$ cat config.mk
export PLATFORM = sky130hd
export DESIGN_NAME = transitive_closure_engine_unit
export DESIGN_NICKNAME = d
export VERILOG_FILES = /design/src/design/tce_pkg.sv /design/src/design/tce_ram.sv /design/src/design/tce_csr.sv /design/src/design/tce_seq.sv /design/src/design/transitive_closure_engine_unit.sv
export SDC_FILE = /design/constraint.sdc
export NUM_CORES = 2
export LEC_CHECK = 0
export ABC_AREA = 1
export BUFFER_PORTS_ARGS = -buffer_cell sky130_fd_sc_hd__buf_2
export CORE_UTILIZATION = 33
export CTS_CLUSTER_DIAMETER = 30
export DETAILED_ROUTE_END_ITERATION = 16
export PLACE_DENSITY = 0.52
export SLEW_MARGIN = 25
export SYNTH_ARGS = -nofsm -noshare
export SYNTH_HDL_FRONTEND = slang
export SYNTH_HIERARCHICAL = 1
export SYNTH_SLANG_ARGS = --single-unit
$ cat constraint.sdc
create_clock -name clock -period 12.1 [get_ports clock]
set_input_delay 0.605 -clock clock [delete_from_list [all_inputs] [get_ports clock]]
set_output_delay 0.605 -clock clock [all_outputs]
set_load 0.05 [all_outputs]
$ cat src/design/tce_pkg.sv
// Shared constants for the transitive closure engine.
package tce_pkg;

   localparam int ROW_W      = 32;
   localparam int ROW_IDX_W  = 5;
   localparam int ROW_NUM_W  = 5;
   localparam int NODE_CNT_W = 6;
   localparam int NODE_HW_CAP = 32;

   localparam int CSR_ADDR_W = 3;
   localparam int CSR_DATA_W = 32;

   localparam logic CSR_IDX_NODE_COUNT = 1'b0;

   localparam logic [NODE_CNT_W-1:0] NODE_COUNT_RST = 6'd32;

endpackage

$ cat src/design/tce_ram.sv
// Generic single-write, single-read RAM with registered read data.
module tce_ram #(
   parameter int WIDTH = 32,
   parameter int DEPTH = 32
) (
   input  logic                     clock,
   input  logic                     wr_en,
   input  logic [$clog2(DEPTH)-1:0] wr_addr,
   input  logic [WIDTH-1:0]         wr_data,
   input  logic                     rd_en,
   input  logic [$clog2(DEPTH)-1:0] rd_addr,
   output logic [WIDTH-1:0]         rd_data
);

   logic [WIDTH-1:0] mem_ff [DEPTH];
   logic [WIDTH-1:0] rd_data_ff;

   always_ff @(posedge clock) begin
      if (wr_en) begin
         mem_ff[wr_addr] <= wr_data;
      end
      if (rd_en) begin
         rd_data_ff <= mem_ff[rd_addr];
      end
   end

   assign rd_data = rd_data_ff;

endmodule

$ cat src/design/tce_csr.sv
// APB configuration register block: node count.
module tce_csr (
   input  logic                            clock,
   input  logic                            reset,
   input  logic                            csr_psel,
   input  logic                            csr_penable,
   input  logic                            csr_pwrite,
   input  logic [tce_pkg::CSR_ADDR_W-1:0]  csr_paddr,
   input  logic [tce_pkg::CSR_DATA_W-1:0]  csr_pwdata,
   output logic [tce_pkg::CSR_DATA_W-1:0]  csr_prdata,
   output logic                            csr_pready,
   output logic [tce_pkg::NODE_CNT_W-1:0]  node_count
);

   logic [tce_pkg::NODE_CNT_W-1:0] node_count_ff;
   logic [tce_pkg::NODE_CNT_W-1:0] node_count_in;
   logic                           reg_idx;
   logic                           wr_hit;

   assign reg_idx = csr_paddr[2];
   assign wr_hit  = csr_psel && csr_penable && csr_pwrite && csr_pready;

   always_comb begin
      node_count_in = node_count_ff;
      if (wr_hit && reg_idx == tce_pkg::CSR_IDX_NODE_COUNT) begin
         node_count_in = csr_pwdata[tce_pkg::NODE_CNT_W-1:0];
      end
   end

   always_ff @(posedge clock) begin
      if (reset) begin
         node_count_ff <= tce_pkg::NODE_COUNT_RST;
      end else begin
         node_count_ff <= node_count_in;
      end
   end

   always_comb begin
      unique case (reg_idx)
         tce_pkg::CSR_IDX_NODE_COUNT: begin
            csr_prdata = tce_pkg::CSR_DATA_W'(node_count_ff);
         end
         default: begin
            csr_prdata = '0;
         end
      endcase
   end

   assign csr_pready = 1'b1;
   assign node_count = node_count_ff;

endmodule

$ cat src/design/tce_seq.sv
// Row loader, Warshall pivot sweeps and closure readout around the row RAM.
module tce_seq #(
   parameter int NODE_LIMIT = 32
) (
   input  logic                            clock,
   input  logic                            reset,
   input  logic [tce_pkg::NODE_CNT_W-1:0]  node_count,
   input  logic                            req_valid,
   output logic                            req_ready,
   input  logic [tce_pkg::ROW_W-1:0]       req_row_bits,
   input  logic                            req_last_row,
   output logic                            rsp_valid,
   input  logic                            rsp_ready,
   output logic [tce_pkg::ROW_NUM_W-1:0]   rsp_row_number,
   output logic [tce_pkg::ROW_W-1:0]       rsp_closure_bits,
   output logic                            rsp_last_result
);

   localparam int IW  = $clog2(NODE_LIMIT);
   localparam int IW1 = IW + 1;
   localparam int CW  = $clog2(NODE_LIMIT + 1);
   localparam int RIW = tce_pkg::ROW_IDX_W;
   localparam int RW  = tce_pkg::ROW_W;
   localparam int NW  = tce_pkg::ROW_NUM_W;
   localparam logic [tce_pkg::NODE_CNT_W-1:0] NL_CFG = tce_pkg::NODE_CNT_W'(NODE_LIMIT);

   localparam logic [2:0] ST_LOAD  = 3'd0;
   localparam logic [2:0] ST_PIV0  = 3'd1;
   localparam logic [2:0] ST_PIV1  = 3'd2;
   localparam logic [2:0] ST_SWEEP = 3'd3;
   localparam logic [2:0] ST_DRAIN = 3'd4;
   localparam logic [2:0] ST_EMIT  = 3'd5;

   logic [2:0]    state_ff, state_in;
   logic [CW-1:0] n_ff, n_in;
   logic [CW-1:0] rows_loaded_ff, rows_loaded_in;
   logic [IW-1:0] i_ff, i_in;
   logic [IW-1:0] k_ff, k_in;
   logic          wb_valid_ff, wb_valid_in;
   logic [IW-1:0] wb_row_ff, wb_row_in;
   logic [IW-1:0] wb_k_ff, wb_k_in;
   logic [RW-1:0] pivot_ff, pivot_in;
   logic [RW-1:0] next_pivot_ff, next_pivot_in;
   logic          em_pend_ff, em_pend_in;
   logic [IW-1:0] em_row_ff, em_row_in;
   logic          em_last_ff, em_last_in;
   logic          rsp_valid_ff, rsp_valid_in;
   logic [NW-1:0] rsp_row_ff, rsp_row_in;
   logic [RW-1:0] rsp_bits_ff, rsp_bits_in;
   logic          rsp_last_ff, rsp_last_in;

   logic                           mem_we;
   logic [IW-1:0]                  mem_waddr;
   logic [RW-1:0]                  mem_wdata;
   logic                           mem_re;
   logic [IW-1:0]                  mem_raddr;
   logic [RW-1:0]                  mem_rdata;

   logic [tce_pkg::NODE_CNT_W-1:0] n_sat;
   logic [CW-1:0]                  n_live;
   logic [CW-1:0]                  n_m1;
   logic [IW-1:0]                  last_idx;
   logic [RW-1:0]                  col_mask;
   logic [RW-1:0]                  wb_clean;
   logic [RW-1:0]                  wb_upd;
   logic                           wb_is_next;
   logic                           req_fire;
   logic                           emit_slot;

   tce_ram #(
      .WIDTH (RW),
      .DEPTH (NODE_LIMIT)
   ) u_rows (
      .clock   (clock),
      .wr_en   (mem_we),
      .wr_addr (mem_waddr),
      .wr_data (mem_wdata),
      .rd_en   (mem_re),
      .rd_addr (mem_raddr),
      .rd_data (mem_rdata)
   );

   always_comb begin
      if (node_count == '0) begin
         n_sat = tce_pkg::NODE_CNT_W'(1);
      end else if (node_count > NL_CFG) begin
         n_sat = NL_CFG;
      end else begin
         n_sat = node_count;
      end
   end

   assign n_live   = n_sat[CW-1:0];
   assign n_m1     = n_ff - CW'(1);
   assign last_idx = n_m1[IW-1:0];

   always_comb begin
      for (int j = 0; j < RW; j++) begin
         col_mask[j] = (j < int'(n_ff));
      end
   end

   // every pass trims columns; pass 0 also zeroes rows that were never loaded
   always_comb begin
      if (wb_k_ff == '0 && CW'(wb_row_ff) >= rows_loaded_ff) begin
         wb_clean = '0;
      end else begin
         wb_clean = mem_rdata & col_mask;
      end
      wb_upd     = wb_clean[RIW'(wb_k_ff)] ? (wb_clean | pivot_ff) : wb_clean;
      wb_is_next = IW1'(wb_row_ff) == (IW1'(wb_k_ff) + IW1'(1));
   end

   assign req_ready = (state_ff == ST_LOAD);
   assign req_fire  = req_valid && req_ready;
   assign emit_slot = !em_pend_ff && (!rsp_valid_ff || rsp_ready);

   always_comb begin
      state_in       = state_ff;
      n_in           = n_ff;
      rows_loaded_in = rows_loaded_ff;
      i_in           = i_ff;
      k_in           = k_ff;
      wb_valid_in    = 1'b0;
      wb_row_in      = wb_row_ff;
      wb_k_in        = wb_k_ff;
      pivot_in       = pivot_ff;
      next_pivot_in  = next_pivot_ff;
      em_pend_in     = 1'b0;
      em_row_in      = em_row_ff;
      em_last_in     = em_last_ff;
      mem_we         = 1'b0;
      mem_waddr      = wb_row_ff;
      mem_wdata      = wb_upd;
      mem_re         = 1'b0;
      mem_raddr      = i_ff;

      if (wb_valid_ff) begin
         mem_we = 1'b1;
         if (wb_is_next) begin
            next_pivot_in = wb_upd;
         end
         if (wb_row_ff == last_idx) begin
            pivot_in = wb_is_next ? wb_upd : next_pivot_ff;
         end
      end

      unique case (state_ff)
         ST_LOAD: begin
            if (req_fire) begin
               if (rows_loaded_ff < n_live) begin
                  mem_we         = 1'b1;
                  mem_waddr      = rows_loaded_ff[IW-1:0];
                  mem_wdata      = req_row_bits;
                  rows_loaded_in = rows_loaded_ff + CW'(1);
               end
               if (req_last_row) begin
                  n_in     = n_live;
                  state_in = ST_PIV0;
               end
            end
         end
         ST_PIV0: begin
            mem_re    = 1'b1;
            mem_raddr = '0;
            state_in  = ST_PIV1;
         end
         ST_PIV1: begin
            pivot_in = (rows_loaded_ff == '0) ? '0 : (mem_rdata & col_mask);
            i_in     = '0;
            k_in     = '0;
            state_in = ST_SWEEP;
         end
         ST_SWEEP: begin
            mem_re      = 1'b1;
            mem_raddr   = i_ff;
            wb_valid_in = 1'b1;
            wb_row_in   = i_ff;
            wb_k_in     = k_ff;
            if (i_ff == last_idx) begin
               i_in = '0;
               if (k_ff == last_idx) begin
                  state_in = ST_DRAIN;
               end else begin
                  k_in = k_ff + IW'(1);
               end
            end else begin
               i_in = i_ff + IW'(1);
            end
         end
         ST_DRAIN: begin
            state_in = ST_EMIT;
         end
         ST_EMIT: begin
            if (emit_slot) begin
               mem_re     = 1'b1;
               mem_raddr  = i_ff;
               em_pend_in = 1'b1;
               em_row_in  = i_ff;
               em_last_in = (i_ff == last_idx);
               if (i_ff == last_idx) begin
                  i_in           = '0;
                  rows_loaded_in = '0;
                  state_in       = ST_LOAD;
               end else begin
                  i_in = i_ff + IW'(1);
               end
            end
         end
         default: begin
            state_in = ST_LOAD;
         end
      endcase
   end

   always_comb begin
      rsp_valid_in = rsp_valid_ff;
      rsp_row_in   = rsp_row_ff;
      rsp_bits_in  = rsp_bits_ff;
      rsp_last_in  = rsp_last_ff;
      if (em_pend_ff) begin
         rsp_valid_in = 1'b1;
         rsp_row_in   = NW'(em_row_ff);
         rsp_bits_in  = mem_rdata;
         rsp_last_in  = em_last_ff;
      end else if (rsp_ready) begin
         rsp_valid_in = 1'b0;
      end
   end

   always_ff @(posedge clock) begin
      if (reset) begin
         state_ff       <= ST_LOAD;
         n_ff           <= CW'(1);
         rows_loaded_ff <= '0;
         i_ff           <= '0;
         k_ff           <= '0;
         wb_valid_ff    <= 1'b0;
         em_pend_ff     <= 1'b0;
         rsp_valid_ff   <= 1'b0;
      end else begin
         state_ff       <= state_in;
         n_ff           <= n_in;
         rows_loaded_ff <= rows_loaded_in;
         i_ff           <= i_in;
         k_ff           <= k_in;
         wb_valid_ff    <= wb_valid_in;
         em_pend_ff     <= em_pend_in;
         rsp_valid_ff   <= rsp_valid_in;
      end
   end

   always_ff @(posedge clock) begin
      wb_row_ff     <= wb_row_in;
      wb_k_ff       <= wb_k_in;
      pivot_ff      <= pivot_in;
      next_pivot_ff <= next_pivot_in;
      em_row_ff     <= em_row_in;
      em_last_ff    <= em_last_in;
      rsp_row_ff    <= rsp_row_in;
      rsp_bits_ff   <= rsp_bits_in;
      rsp_last_ff   <= rsp_last_in;
   end

   assign rsp_valid        = rsp_valid_ff;
   assign rsp_row_number   = rsp_row_ff;
   assign rsp_closure_bits = rsp_bits_ff;
   assign rsp_last_result  = rsp_last_ff;

   // readout data only lands in an empty output word
   a_emit_slot_free: assert property (@(posedge clock) disable iff (reset)
      em_pend_ff |-> !rsp_valid_ff)
      else $error("readout word landed on a full output register");

   a_wb_from_sweep: assert property (@(posedge clock) disable iff (reset)
      wb_valid_ff |-> $past(state_ff) == ST_SWEEP)
      else $error("row write-back without a sweep read");

   a_last_ends_run: assert property (@(posedge clock) disable iff (reset)
      (em_pend_ff && em_last_ff) |-> (state_ff == ST_LOAD && rows_loaded_ff == '0))
      else $error("final closure row read but run not closed");

endmodule

$ cat src/design/transitive_closure_engine_unit.sv
// After the last row word: pivot row 0 read, n pivot passes, then closure rows go out.
// Throughput: one row word per cycle while loading; closure rows are read one at a time,
// each waiting for a free output register. Each pivot pass reads and rewrites all n rows.
// A row is read while the previous row's update is written back to the row RAM.
// Reset: node_count returns to 32, the row count to zero; the row RAM is not cleared.
module transitive_closure_engine_unit #(
   parameter int MAX_NODES = 32
) (
   input  logic                            clock,
   input  logic                            reset,
   input  logic                            req_valid,
   output logic                            req_ready,
   input  logic [tce_pkg::ROW_W-1:0]       req_row_bits,
   input  logic                            req_last_row,
   output logic                            rsp_valid,
   input  logic                            rsp_ready,
   output logic [tce_pkg::ROW_NUM_W-1:0]   rsp_row_number,
   output logic [tce_pkg::ROW_W-1:0]       rsp_closure_bits,
   output logic                            rsp_last_result,
   input  logic                            csr_psel,
   input  logic                            csr_penable,
   input  logic                            csr_pwrite,
   input  logic [tce_pkg::CSR_ADDR_W-1:0]  csr_paddr,
   input  logic [tce_pkg::CSR_DATA_W-1:0]  csr_pwdata,
   output logic [tce_pkg::CSR_DATA_W-1:0]  csr_prdata,
   output logic                            csr_pready
);

   localparam int NODE_LIMIT = (MAX_NODES < tce_pkg::NODE_HW_CAP) ?
                               MAX_NODES : tce_pkg::NODE_HW_CAP;

   logic [tce_pkg::NODE_CNT_W-1:0] node_count;

   tce_csr u_csr (
      .clock       (clock),
      .reset       (reset),
      .csr_psel    (csr_psel),
      .csr_penable (csr_penable),
      .csr_pwrite  (csr_pwrite),
      .csr_paddr   (csr_paddr),
      .csr_pwdata  (csr_pwdata),
      .csr_prdata  (csr_prdata),
      .csr_pready  (csr_pready),
      .node_count  (node_count)
   );

   tce_seq #(
      .NODE_LIMIT (NODE_LIMIT)
   ) u_seq (
      .clock            (clock),
      .reset            (reset),
      .node_count       (node_count),
      .req_valid        (req_valid),
      .req_ready        (req_ready),
      .req_row_bits     (req_row_bits),
      .req_last_row     (req_last_row),
      .rsp_valid        (rsp_valid),
      .rsp_ready        (rsp_ready),
      .rsp_row_number   (rsp_row_number),
      .rsp_closure_bits (rsp_closure_bits),
      .rsp_last_result  (rsp_last_result)
   );

endmodule
==> run_results.csv <==
group,metric,value,unit
clock_network,post_cts_resized,0,
sta,rsz0062_at_grt,"no",
sta,layout_setup_ws,6.32,ns
route,viasPerCell,5.02,
synthesis,async_flop_share,0,%
cells_and_area,syn_to_final_growth,22.4,%
cells_and_area,layout-drive-gt1-share,16.1,%
clock_network,cts_tree,"yes",
grt,grt_pass1_wl,226,mm
synthesis,syn_area,51800,µm²
clock_network,cts-buffers-inserted,282,
floorplanning,fp-row-count,145,
place,port_buffers,92,
sta,setup_viol,0,
synthesis,ys_seq_elements,1208,
sta,relSlewSlack,22.9,%
synthesis,ys.warnings.count,6,
sta,finalSetupTns,0,ns
sta,tightestPinTransition,1.14,ns
floorplanning,core,156000,µm²
route,wl,156,mm
floorplanning,io_pins,148,
route,drc_errors,0,
route,drt_iter0_drc,3926,
sta,fin_worst_skew,0.0591,ns
critical_path,crit_fanout,67,
critical_path,critPathRequiredTime,12.60,ns
synthesis,synth_edf_count,1174,
clock_network,cts_buffer_depth,4,
clock_network,h-tree-depth,5,
pwr,total_power,15.1,mW
critical_path,end_kind,"register",
synthesis,syn_inst,4593,
critical_path,cp.arrival,6.27,ns
floorplanning,start_util,33.2,%
clock_network,cts_sinks,1208,
floorplanning,fp.dieH,398,µm
sta,fmax,173,MHz
cells_and_area,layout.nets,4896,
floorplanning,fp.dieArea,159000,µm²
clock_network,cts_root_buf,"clkbuf_16",
cells_and_area,nFillCells,14700,
hold_path,hp-class,"in -> reg",
sta,slew_viol_final,0,
place,dp.cells,6575,
status,status,"completed",
place,place.gp.congestion,0.858,
cells_and_area,final_cells,7064,
route,via_count,35500,
route,ant_nets,0,
clock_network,clock_latency,0.88,ns
cells_and_area,multi_input_area,14100,µm²
pwr,ir_drop,108,µV
flow_run,maxCapViolCount,0,
clock_network,clk_pin_slew,0.04,ns
pwr,p_per_area,237,nW/µm²
grt,grt_usage,19.5,%
critical_path,startpoint_type,"register",
place,hpwl,84.1,mm
synthesis,ys_seq_area_share,69.3,%
sta,post-route-min-period,5.78,ns
cells_and_area,final_common_cell,"nand2_1",
clock_network,cts_setup_buffers,0,
place,post-place-ws,6.37,ns
route,dr.pass1.iters,5,
grt,antenna_found_initial,8,
grt,grt_pass1_vias,33600,
clock_network,cts_hold_buf,1,
sta,hold_violations,0,
synthesis,synth_cell_types,46,
critical_path,crit_type,"reg -> reg",
synthesis,synth_flop_cell,"edfxtp_1",
sta,holdWs,0.105,ns
route,wl_per_cell,22.1,µm
synthesis,syn_area_per_cell,11.3,µm²
cells_and_area,regArea,35900,µm²
cells_and_area,final_cell_mix,"1,662 x nand2_1, 1,174 x edfxtp_1, 881 x nand3_1",
floorplanning,die_x,398,µm
grt,gr-total-overflow,0,
pwr,leakage,23.6,nW
grt,grt_max_degree,187,
sta,timing.final.crit_share,47.7,%
[state kept, by name (all words and copies together), names as in the netlist, 3 cells and up]
name                    flops
u_seq/rsp_row_number        5
u_seq/rows_loaded_ff        6
u_seq/wb_k_ff               5
u_seq/rsp_closure_bits     32
u_csr/node_count            6
u_seq/u_rows/rd_data       32
u_seq/u_rows/mem_ff      1024
u_seq/wb_row_ff             5
u_seq/next_pivot_ff        32
u_seq/pivot_ff             32
u_seq/n_ff                  6
u_seq/state_ff              3
u_seq/em_row_ff             5
u_seq/k_ff                  5
u_seq/i_ff                  5
[report_power, final]
group          total [mW]  leakage [nW]  switching, mW  internal (mW)
combinational        1.98          8.20           1.61          0.364
sequential           5.72          10.9          0.162           5.56
clock                7.36          4.49           2.24           5.13
[layout make-up]
| class | count | area share, % |
|---|---|---|
| Sequential cell | 1208 | 56.6 |
| Multi-Input combinational cell | 3014 | 22.2 |
| Clock buffer | 332 | 11.7 |
| Tap cell | 2058 | 4.06 |
| Clock inverter | 152 | 2.78 |
| Timing Repair Buffer | 187 | 1.90 |
| Inverter | 110 | 0.733 |
| Antenna cell | 3 | 0.0118 |
[worst max-delay path, stage by stage (launching register included)]
cell and delay [ns]:
dfxtp_1 0.36, nor2_1 0.12, nand3b_1 0.10, nand2_1 0.09
nand2_1 0.08, ha_1 0.27, a21boi_0 0.17, o21ai_1 0.09
o211ai_1 0.15, nor2_2 0.16, clkinv_2 0.06, buf_4 0.74
nor2_1 0.13, a21oi_1 0.53, nand3_1 0.75, nor2_4 1.07
buf_4 0.54
[metrics by stage]
step | utilization (%) | cell area (µm²)
after CTS | 40.7 | 63400
after global routing | 40.7 | 63500
after global placement | 34.7 | 54200
after detailed placement | 34.7 | 54200
final | 40.7 | 63500
after floorplan | - | 51900
[synthesized netlist by cell type (32+ instances only)]
cell type,number,share of area [%]
nor2_1,142,1.0
inv_1,95,0.69
and2_1,32,0.39
buf_4,55,0.80
a31oi_1,34,0.41
edfxtp_1,1174,68
dfxtp_1,34,1.3
buf_6,74,1.6
or2_2,34,0.41
nand3_1,881,8.5
nand3_2,62,1.2
clkbuf_1,39,0.28
nand2_1,1662,12
buf_2,97,0.94
[cell families after synthesis]
| family | after synthesis | synth area share (%) |
|---|---|---|
| AND/OR/NAND/NOR | 2847 | 24.1 |
| buffers and inverters | 396 | 4.65 |
| flip-flops | 1208 | 69.3 |
| AO/OA/AOI/OAI | 104 | 1.15 |
| adder cells (fa/ha/maj) | 18 | 0.435 |
| XOR/XNOR | 18 | 0.319 |
| other | 2 | 0.0145 |
[per-layer routing]
layer  part of all wire [%]  GRT usage [%]  wire length [µm]
met4                    2.6           6.94              3990
met5                 0.0045              0                 7
met2                     46           30.3             71600
met1                     45           27.5             70700
met3                    6.2           3.05              9660
[path summary, 6_finish.rpt]
path,startpoint,endpoint,slack [ns],cells after the start
worst min register to register,u_seq/em_row_ff[2],u_seq/rsp_row_number[2],0.41,0
worst max-delay path,u_csr/node_count[3],u_seq/u_rows/mem_ff[23][21],6.32,16
worst min-delay path,csr_pwdata[0],u_csr/node_count[0],0.10,5
worst max register to register,u_csr/node_count[3],u_seq/u_rows/mem_ff[23][21],6.32,16
Power figures use the tool's default switching activity.
